$ cat config.mk
export PLATFORM = sky130hd
export DESIGN_NAME = sha1_stream_hasher_top
export DESIGN_NICKNAME = d
export VERILOG_FILES = /design/src/hw/rtl/sha1sh_pkg.sv /design/src/hw/rtl/sha1_stream_hasher_top.sv
export SDC_FILE = /design/constraint.sdc
export NUM_CORES = 2
export LEC_CHECK = 0
export BUFFER_PORTS_ARGS = -buffer_cell sky130_fd_sc_hd__buf_2
export CORE_ASPECT_RATIO = 0.7
export CORE_UTILIZATION = 40
export DETAILED_ROUTE_END_ITERATION = 6
export SLEW_MARGIN = 20
export SYNTH_ARGS = -nofsm -noshare
export SYNTH_HDL_FRONTEND = slang
export SYNTH_SLANG_ARGS = --single-unit
$ cat constraint.sdc
create_clock -name clk_i -period 22 [get_ports clk_i]
set_clock_uncertainty 0.1 [all_clocks]
set_input_delay 2.2 -clock clk_i [delete_from_list [all_inputs] [get_ports clk_i]]
set_output_delay 2.2 -clock clk_i [all_outputs]
set_load 0.02 [all_outputs]
$ cat src/hw/rtl/sha1sh_pkg.sv
// Package with the SHA-1 constants and the round function.
`default_nettype none
package sha1sh_pkg;

  localparam logic [31:0] H0Init = 32'h67452301;
  localparam logic [31:0] H1Init = 32'hefcdab89;
  localparam logic [31:0] H2Init = 32'h98badcfe;
  localparam logic [31:0] H3Init = 32'h10325476;
  localparam logic [31:0] H4Init = 32'hc3d2e1f0;

  localparam logic [31:0] K0 = 32'h5a827999;
  localparam logic [31:0] K1 = 32'h6ed9eba1;
  localparam logic [31:0] K2 = 32'h8f1bbcdc;
  localparam logic [31:0] K3 = 32'hca62c1d6;

  localparam logic [7:0] PadByte = 8'h80;
  localparam int unsigned NumRounds = 80;
  localparam int unsigned NumDigestWords = 5;

  // Round constant for a round number.
  function automatic logic [31:0] round_k(input logic [6:0] t);
    logic [31:0] k;
    begin
      if (t < 7'd20) k = K0;
      else if (t < 7'd40) k = K1;
      else if (t < 7'd60) k = K2;
      else k = K3;
      return k;
    end
  endfunction

  // Boolean function of a round.
  function automatic logic [31:0] round_f(input logic [6:0] t, input logic [31:0] b,
                                          input logic [31:0] c, input logic [31:0] d);
    logic [31:0] f;
    begin
      if (t < 7'd20) f = (b & c) ^ (~b & d);
      else if (t < 7'd40 || t >= 7'd60) f = b ^ c ^ d;
      else f = (b & c) ^ (b & d) ^ (c & d);
      return f;
    end
  endfunction

endpackage
`default_nettype wire

$ cat src/hw/rtl/sha1_stream_hasher_top.sv
// SHA-1 stream hasher: byte buffer memory, schedule memory and round engine.
`default_nettype none
// Each transfer carries at most one message byte and may close the message.
// A byte that does not complete a 64-byte block goes into the byte memory,
// and the next transfer may follow at once. The 64th byte, and every close,
// start the compression engine. It loads the schedule window from the byte
// memory through its one registered read port. In each of the first 16
// rounds it reads a stored word and then uses it; in each of the other 64
// the four schedule taps are read one per cycle and the round completes when
// the last tap arrives. It then updates the chaining words. A close first
// writes the 0x80 byte, the zero fill and the eight length bytes at one byte
// per cycle, needs one or two compressions, and then makes five digest
// transfers, one per cycle unless stalled. Input is stalled while any of
// this work is in progress.
module sha1_stream_hasher_top (
  input  wire         clk_i,
  input  wire         rst_ni,
  input  wire  [7:0]  data_byte_i,
  input  wire         has_byte_i,
  input  wire         end_of_message_i,
  input  wire         in_valid_i,
  output logic        in_stall_o,
  output logic [31:0] digest_word_o,
  output logic [2:0]  word_index_o,
  output logic        last_word_o,
  output logic        out_valid_o,
  input  wire         out_stall_i
);

  localparam logic [3:0] StIdle  = 4'd0;
  localparam logic [3:0] StPad80 = 4'd1;
  localparam logic [3:0] StZero  = 4'd2;
  localparam logic [3:0] StLen   = 4'd3;
  localparam logic [3:0] StLoad  = 4'd4;
  localparam logic [3:0] StRound = 4'd5;
  localparam logic [3:0] StFinal = 4'd6;
  localparam logic [3:0] StOut   = 4'd7;

  logic [3:0]  state_q, state_d;
  logic [5:0]  fill_q, fill_d;
  logic [63:0] bits_q, bits_d;
  logic        closing_q, closing_d;  // message close in progress
  logic        padded_q, padded_d;    // the 0x80 byte is already placed
  logic        lenblk_q, lenblk_d;    // current compression is the final one
  logic [6:0]  cnt_q, cnt_d;
  logic [2:0]  oidx_q, oidx_d;
  logic [31:0] h_q [5];
  logic [31:0] a_q, b_q, c_q, d_q, e_q;
  logic [31:0] a_d, b_d, c_d, d_d, e_d;
  logic        hupd;

  // Byte buffer memory.
  logic [7:0]  bmem [64];
  logic        bwe;
  logic [5:0]  bwa, bra;
  logic [7:0]  bwd, brd_q;

  always_ff @(posedge clk_i) begin
    if (bwe) begin
      bmem[bwa] <= bwd;
    end
    brd_q <= bmem[bra];
  end

  // Schedule window memory.
  logic [31:0] wmem [16];
  logic        wwe;
  logic [3:0]  wwa, wra;
  logic [31:0] wwd, wrd_q;

  always_ff @(posedge clk_i) begin
    if (wwe) begin
      wmem[wwa] <= wwd;
    end
    wrd_q <= wmem[wra];
  end

  // Load phase: cnt counts byte reads 0..64; assembly register collects words.
  logic [31:0] asm_q, asm_d;
  logic [5:0]  ld_prev;
  assign ld_prev = cnt_q[5:0] - 6'd1;

  // Schedule expansion: four taps are read over a sub-step counter per round.
  logic [1:0]  sub_q, sub_d;
  logic [31:0] wx_q, wx_d;
  logic [3:0]  s_idx;
  logic [31:0] wt, tmp;
  assign s_idx = cnt_q[3:0];

  always_comb begin
    state_d = state_q; fill_d = fill_q; bits_d = bits_q;
    closing_d = closing_q; padded_d = padded_q; lenblk_d = lenblk_q;
    cnt_d = cnt_q; oidx_d = oidx_q;
    a_d = a_q; b_d = b_q; c_d = c_q; d_d = d_q; e_d = e_q;
    asm_d = asm_q; sub_d = sub_q; wx_d = wx_q;
    bwe = 1'b0; bwa = fill_q; bwd = data_byte_i; bra = 6'd0;
    wwe = 1'b0; wwa = 4'd0; wwd = '0; wra = 4'd0;
    hupd = 1'b0; wt = '0; tmp = '0;
    in_stall_o = 1'b1;
    case (state_q)
      StIdle: begin
        in_stall_o = 1'b0;
        if (in_valid_i) begin
          if (has_byte_i) begin
            bwe = 1'b1;
            fill_d = fill_q + 6'd1;
            bits_d = bits_q + 64'd8;
          end
          closing_d = end_of_message_i;
          padded_d = 1'b0;
          if (has_byte_i && fill_q == 6'd63) begin
            lenblk_d = 1'b0;
            cnt_d = '0;
            state_d = StLoad;
          end else if (end_of_message_i) begin
            state_d = StPad80;
          end
        end
      end
      StPad80: begin
        bwe = 1'b1; bwd = sha1sh_pkg::PadByte; bwa = fill_q;
        fill_d = fill_q + 6'd1;
        padded_d = 1'b1;
        if (fill_q == 6'd63) begin
          lenblk_d = 1'b0; cnt_d = '0; state_d = StLoad;
        end else begin
          state_d = StZero;
        end
      end
      StZero: begin
        // Zero up to 56 when there is room, else to 64 and compress first.
        if (fill_q == 6'd56) begin
          cnt_d = '0; state_d = StLen;
        end else begin
          bwe = 1'b1; bwd = 8'd0; bwa = fill_q;
          fill_d = fill_q + 6'd1;
          if (fill_q == 6'd63) begin
            lenblk_d = 1'b0; cnt_d = '0; state_d = StLoad;
          end
        end
      end
      StLen: begin
        bwe = 1'b1; bwa = {3'b111, cnt_q[2:0]};
        bwd = bits_q[63 - {cnt_q[2:0], 3'b000} -: 8];
        cnt_d = cnt_q + 7'd1;
        if (cnt_q[2:0] == 3'd7) begin
          lenblk_d = 1'b1; cnt_d = '0; state_d = StLoad;
        end
      end
      StLoad: begin
        bra = cnt_q[5:0];
        if (cnt_q != 7'd0) begin
          asm_d = {asm_q[23:0], brd_q};
          if (ld_prev[1:0] == 2'd3) begin
            wwe = 1'b1; wwa = ld_prev[5:2]; wwd = {asm_q[23:0], brd_q};
          end
        end
        cnt_d = cnt_q + 7'd1;
        if (cnt_q == 7'd64) begin
          cnt_d = '0; sub_d = '0;
          a_d = h_q[0]; b_d = h_q[1]; c_d = h_q[2]; d_d = h_q[3]; e_d = h_q[4];
          state_d = StRound;
        end
      end
      StRound: begin
        if (cnt_q < 7'd16) begin
          // Read the stored word, use it next cycle.
          wra = s_idx;
          sub_d = sub_q + 2'd1;
          if (sub_q == 2'd1) begin
            wt = wrd_q;
            sub_d = '0;
          end
        end else begin
          // Four reads, one per cycle; the last tap arrives in the round cycle.
          case (sub_q)
            2'd0: begin wra = s_idx + 4'd13; end
            2'd1: begin wra = s_idx + 4'd8; wx_d = wrd_q; end
            2'd2: begin wra = s_idx + 4'd2; wx_d = wx_q ^ wrd_q; end
            default: begin wra = s_idx; wx_d = wx_q ^ wrd_q; end
          endcase
          sub_d = sub_q + 2'd1;
        end
        if (sub_q == 2'd1 && cnt_q < 7'd16) begin
          tmp = {a_q[26:0], a_q[31:27]} + sha1sh_pkg::round_f(cnt_q, b_q, c_q, d_q)
                + e_q + sha1sh_pkg::round_k(cnt_q) + wt;
          e_d = d_q; d_d = c_q; c_d = {b_q[1:0], b_q[31:2]}; b_d = a_q; a_d = tmp;
          cnt_d = cnt_q + 7'd1;
        end
        if (cnt_q >= 7'd16 && sub_q == 2'd3) begin
          sub_d = sub_q;  // hold the sub-step; the round completes in StFinal with the last tap
          state_d = StFinal;
        end
      end
      StFinal: begin
        if (cnt_q == 7'(sha1sh_pkg::NumRounds)) begin
          hupd = 1'b1;
          fill_d = '0;
          if (lenblk_q) begin
            oidx_d = '0; state_d = StOut;
          end else if (closing_q && padded_q) begin
            // Second block: zero from 0 to 56 then length.
            state_d = StZero;
          end else if (closing_q) begin
            // The block filled on the closing byte: the 0x80 starts a new one.
            state_d = StPad80;
          end else begin
            state_d = StIdle;
          end
        end else begin
          // Finish the expanded word: last tap is on the read port now.
          wt = {wx_q[30:0] ^ wrd_q[30:0], wx_q[31] ^ wrd_q[31]};
          wwe = 1'b1; wwa = s_idx; wwd = wt;
          tmp = {a_q[26:0], a_q[31:27]} + sha1sh_pkg::round_f(cnt_q, b_q, c_q, d_q)
                + e_q + sha1sh_pkg::round_k(cnt_q) + wt;
          e_d = d_q; d_d = c_q; c_d = {b_q[1:0], b_q[31:2]}; b_d = a_q; a_d = tmp;
          cnt_d = cnt_q + 7'd1; sub_d = '0;
          state_d = (cnt_q == 7'd79) ? StFinal : StRound;
        end
      end
      StOut: begin
        if (!out_stall_i) begin
          oidx_d = oidx_q + 3'd1;
          if (oidx_q == 3'(sha1sh_pkg::NumDigestWords - 1)) begin
            state_d = StIdle; fill_d = '0; bits_d = '0; closing_d = 1'b0;
            padded_d = 1'b0;
          end
        end
      end
      default: state_d = StIdle;
    endcase
  end

  // Control and datapath registers.
  always_ff @(posedge clk_i or negedge rst_ni) begin
    if (!rst_ni) begin
      state_q <= StIdle; fill_q <= '0; bits_q <= '0; closing_q <= 1'b0;
      padded_q <= 1'b0;
      lenblk_q <= 1'b0; cnt_q <= '0; oidx_q <= '0; sub_q <= '0;
      h_q[0] <= sha1sh_pkg::H0Init; h_q[1] <= sha1sh_pkg::H1Init;
      h_q[2] <= sha1sh_pkg::H2Init; h_q[3] <= sha1sh_pkg::H3Init;
      h_q[4] <= sha1sh_pkg::H4Init;
    end else begin
      state_q <= state_d; fill_q <= fill_d; bits_q <= bits_d; closing_q <= closing_d;
      padded_q <= padded_d;
      lenblk_q <= lenblk_d; cnt_q <= cnt_d; oidx_q <= oidx_d; sub_q <= sub_d;
      if (hupd) begin
        h_q[0] <= h_q[0] + a_q; h_q[1] <= h_q[1] + b_q; h_q[2] <= h_q[2] + c_q;
        h_q[3] <= h_q[3] + d_q; h_q[4] <= h_q[4] + e_q;
      end else if (state_q == StOut && !out_stall_i && oidx_q == 3'd4) begin
        h_q[0] <= sha1sh_pkg::H0Init; h_q[1] <= sha1sh_pkg::H1Init;
        h_q[2] <= sha1sh_pkg::H2Init; h_q[3] <= sha1sh_pkg::H3Init;
        h_q[4] <= sha1sh_pkg::H4Init;
      end
    end
  end

  always_ff @(posedge clk_i) begin
    a_q <= a_d; b_q <= b_d; c_q <= c_d; d_q <= d_d; e_q <= e_d;
    asm_q <= asm_d; wx_q <= wx_d;
  end

  // Digest output.
  assign out_valid_o   = (state_q == StOut);
  assign digest_word_o = h_q[(oidx_q > 3'd4) ? 3'd4 : oidx_q];
  assign word_index_o  = oidx_q;
  assign last_word_o   = (oidx_q == 3'd4);

endmodule
`default_nettype wire

==> reports/results.txt <==
Post-synthesis async set-or-reset flop share: 16.1%. After synthesis, flip-flops and latches occupy 56.5% of the total area. For the hold buffer count at CTS, the log shows 0. The number of violations reported at the end of detailed-routing iteration 0 is 5,777. The tools report the final max-slew violation count as 0. Final standard cell count with taps included and fillers excluded: 9,177. The run finished with clean final reports. Across every metal layer, demand over resource in global routing totals 22.6%.

The number of antenna violations at the first check in global routing is 3, and the horizontal die dimension is 531 um. Vertical die dimension: 372 um. The total vias in the final route came out at 53,199. The share of the clock period used by the worst path came out at 35.3%.

Setup repair after global routing left no endpoint under its margin. Biggest area consumer among synthesized cells: edfxtp_1. The largest fanout of any net on the critical path was 42. The initial utilization of the core area, before any placement, comes to 40.4%. The number of nets at the end of the flow is 6,862. The post-cts sizing count was 0; the first-pass GRT wire length was 333 mm. The sequential cell fraction of total power is 53.8%, and the worst hold path stage count is 0. In this run the tightest slew margin relative to its limit is 19.0%. For the filler cell count, the log shows 17,553.

The area growth from synthesis to layout is 10.8%. The worst path meets setup with 14.24 ns of slack. The vias per cell was 5.80; the time the worst path needs with I/O delays and setup was 7.76 ns. The clock buffer count from CTS was 154. The combined area of the multi-input logic cells came out at 32,200 sq um. The library cells used most frequently in the layout, excluding fill and tap cells, are 1,240 x edfxtp_1, 935 x nand2_1, 400 x a21oi_1. For the number of DRC violations after detailed routing, the log shows 0. After clock tree synthesis, the clock-pin slew on the worst setup and hold paths is 0.06 ns.

Average wire length per cell after detail routing: 24.6 um. For the synthesis warning total, the log shows 0. After clock tree synthesis, the setup repair step added 0 buffers.

The clock drives 1,525 sinks. The most frequent standard cell in the layout excluding fill and tap cells was edfxtp_1. For the cell internal power dissipation, the log shows 4.59 mW. Summed over its instances, the top area cell type makes up 47.5% of the synthesized netlist area. In the synthesized netlist the dominant register cell turns out to be edfxtp_1. The count of buffers from port buffering was 51; the placer's final routability congestion estimate was 0.986.

Across the whole layout, storage elements account for 44,300 sq um. Setup violations remaining at the end of the flow were counted as 0. The final layout contains routed wiring with a total length of 226 mm. The tools report the element type at the critical path start as a flop.

The run gives 101 as the number of distinct library cell variants in the gate-level netlist after synthesis. Data on the critical path arrives at its endpoint at 8.20 ns. After global routing the overflow that remains totals 0.

Sorting the synthesized cells by area gives the leading types as edfxtp_1 48%, dfrtp_1 5.3%, mux4_2 5.0%, nand2_1 4.5%, fa_1 4.0%. Ratio of total power to cell area: 66.3 nW/um^2. The run gives 8,902 as the post-placement cell count.

The min-delay analysis places its worst path in the category flop to flop. The max-cap violation count was 0; the part of the total power dissipated in the clock network was 45.4%. IR analysis of the VDD net gives a maximum drop of 0.0000615 V.

For the final routed database, the setup TNS stands at 0 ns. The site row count came out at 135. The total area inside the core boundary comes to 194,000 sq um. The combinational share of power is 0.8%. After synthesis, the mean cell area works out to 12.1 sq um.

The cell area after technology mapping is 78,300 sq um. The number of failing hold endpoints at the final stage came out at 0. Entering global routing, the biggest net connects 180 pins. Synthesis produced 6,472 cells. Clock root buffer: clkbuf_16.

At the pin with the least slew margin, the transition time is 1.22 ns. The share of total power consumed by net switching is 20.3%. The tools report the via count of the first global-routing pass as 49,997.

Once detailed placement completed, the half-perimeter wirelength came to 149 mm. The data required time at the worst endpoint came out at 22.43 ns. Synthesis inferred 1,525 register bits. For this design the top-level I/O count stands at 52.

Worst-case clock buffer depth: 4. For the power dissipated by switching net loads, the log shows 1.17 mW. The endpoint class of the critical path is a flop.

The die covers 198,000 sq um. Length of the first detailed-routing pass in iterations: 6. Yosys mapped a number of flops with a built-in enable equal to 1,240. Proportion of layout cells with a drive suffix above 1: 11.2%.

The static leakage power is 32.8 nW. TritonCTS built the clock tree. The worst register-to-register path has a depth of 21. In this run the remaining antenna-violating nets after routing total 0. The number of nets handed over by synthesis was 6,879. The H-tree was split into 4 levels.

Timing would allow up to 0.129 GHz. The clock insertion delay at the later pin of the skew report was 0.84 ns; the worst slack after detailed placement was 14.47 ns. By startpoint and endpoint, the worst setup path is classified as flop to flop.
==> cells in the mapped netlist, types with 20 or more instances <==
library cell,n
a211oi_1,192
a21o_1,97
a21oi_1,404
a221oi_1,53
a22o_1,23
a311oi_1,65
a31oi_1,95
and2_0,24
and2_1,146
and3_1,32
buf_2,27
clkbuf_1,278
dfrtp_1,165
dfstp_2,80
dfxtp_1,40
edfxtp_1,1240
fa_1,156
ha_1,237
inv_1,295
mux2i_1,78
mux4_2,173
nand2_1,942
nand2b_1,95
nand3_1,103
nand4_1,28
nor2_1,346
nor3_1,36
o211ai_1,21
o21a_1,36
o21ai_0,292
o21bai_1,37
o22ai_1,21
o31ai_1,50
or3_1,20
xnor2_1,182
xor2_1,118
==> final timing paths <==
path                                       from                endpoint  slack, ns
max                        cnt_q[2]$_DFFE_PN0P_       a_q[28]$_DFFE_PP_      14.24
min                            brd_q[6]$_DFF_P_      asm_q[6]$_DFFE_PP_       0.35
max reg2reg                cnt_q[2]$_DFFE_PN0P_       a_q[28]$_DFFE_PP_      14.24
min reg2reg                    brd_q[6]$_DFF_P_      asm_q[6]$_DFFE_PP_       0.35
max in group asynchronous                rst_ni  bits_q[46]$_DFFE_PN0P_      18.33
min in group asynchronous                rst_ni     h_q[28]$_DFFE_PN0P_       1.33
==> cell families (layout without fill, tap and decap cells) <==
| logic type | after synthesis | count (layout) | synth area share, % |
|---|---|---|---|
| adders and majority gates | 393 | 393 | 7.77 |
| muxes | 254 | 254 | 6.01 |
| and+or+nand+nor | 1856 | 1856 | 10.7 |
| DFF | 1525 | 1525 | 56.5 |
| buffers and inverters | 623 | 720 | 3.04 |
| xor gates and xnor gates | 300 | 300 | 3.35 |
| AOI/OAI and AO/OA | 1521 | 1521 | 12.6 |
| other | 0 | 5 | 0 |
==> routing by layer <==
| metal | vias up | global-route usage, % | part of all wire (%) |
|---|---|---|---|
| li1 | 23868 | - | - |
| met1 | 26895 | 34.4 | 46 |
| met2 | 2159 | 32.3 | 42 |
| met3 | 277 | 5.47 | 9.4 |
| met4 | 0 | 4.61 | 2.0 |
| met5 | - | 0 | 0 |
==> critical path: stages (launching register included) <==
cell,delay [ns]
dfrtp_4,0.75
or2_1,0.37
a211oi_2,0.22
buf_4,0.26
nor2_2,0.04
buf_4,0.25
inv_1,0.53
o221ai_1,0.27
fa_1,0.56
fa_1,0.47
fa_1,0.50
inv_1,0.04
ha_1,0.32
nand3_1,0.15
nor2_1,0.06
a21oi_1,0.44
a31oi_1,0.36
a211oi_1,0.61
o221ai_1,0.45
a31o_2,0.36
a211oi_1,0.20
o21ai_0,0.12
==> registers in the layout (all words and copies together) (netlist names), 6 cells and up <==
name    flops
bmem      512
wmem      512
h_q       160
bits_q     61
a_q        32
b_q        32
c_q        32
d_q        32
e_q        32
wrd_q      32
wx_q       32
asm_q      24
brd_q       8
cnt_q       7
fill_q      6
==> layout make-up <==
type | count | area share [%]
sequential | 1525 | 51.0
multi-input combinational | 4324 | 37.1
clock buffer | 206 | 4.88
tap | 2603 | 3.75
inverter | 298 | 1.29
timing repair buffer | 152 | 1.22
clock inverter | 64 | 0.692
antenna | 5 | 0.0144
==> per-stage QoR <==
stage	hold WS [ns]	total power, mW	util (%)	area (sq um)
2_1_floorplan	0.308	3.18	-	78300
3_3_place_gp	0.332	3.20	42.2	81900
3_5_place_dp	0.328	3.21	42.2	81900
4_1_cts	0.344	5.79	44.7	86700
5_1_grt	0.354	5.91	44.7	86800
6_report	0.347	5.76	44.7	86800
==> power by group through the flow <==
| stage | Clock [mW] | Combinational, mW | Sequential [mW] |
|---|---|---|---|
| after floorplan | 0 | 0.0165 | 3.16 |
| after global placement | 0 | 0.0454 | 3.16 |
| after detailed placement | 0 | 0.0465 | 3.16 |
| after CTS | 2.65 | 0.0463 | 3.10 |
| after global routing | 2.77 | 0.0497 | 3.10 |
| final | 2.61 | 0.0452 | 3.10 |
Note: power is estimated with default switching activity, not from simulation.
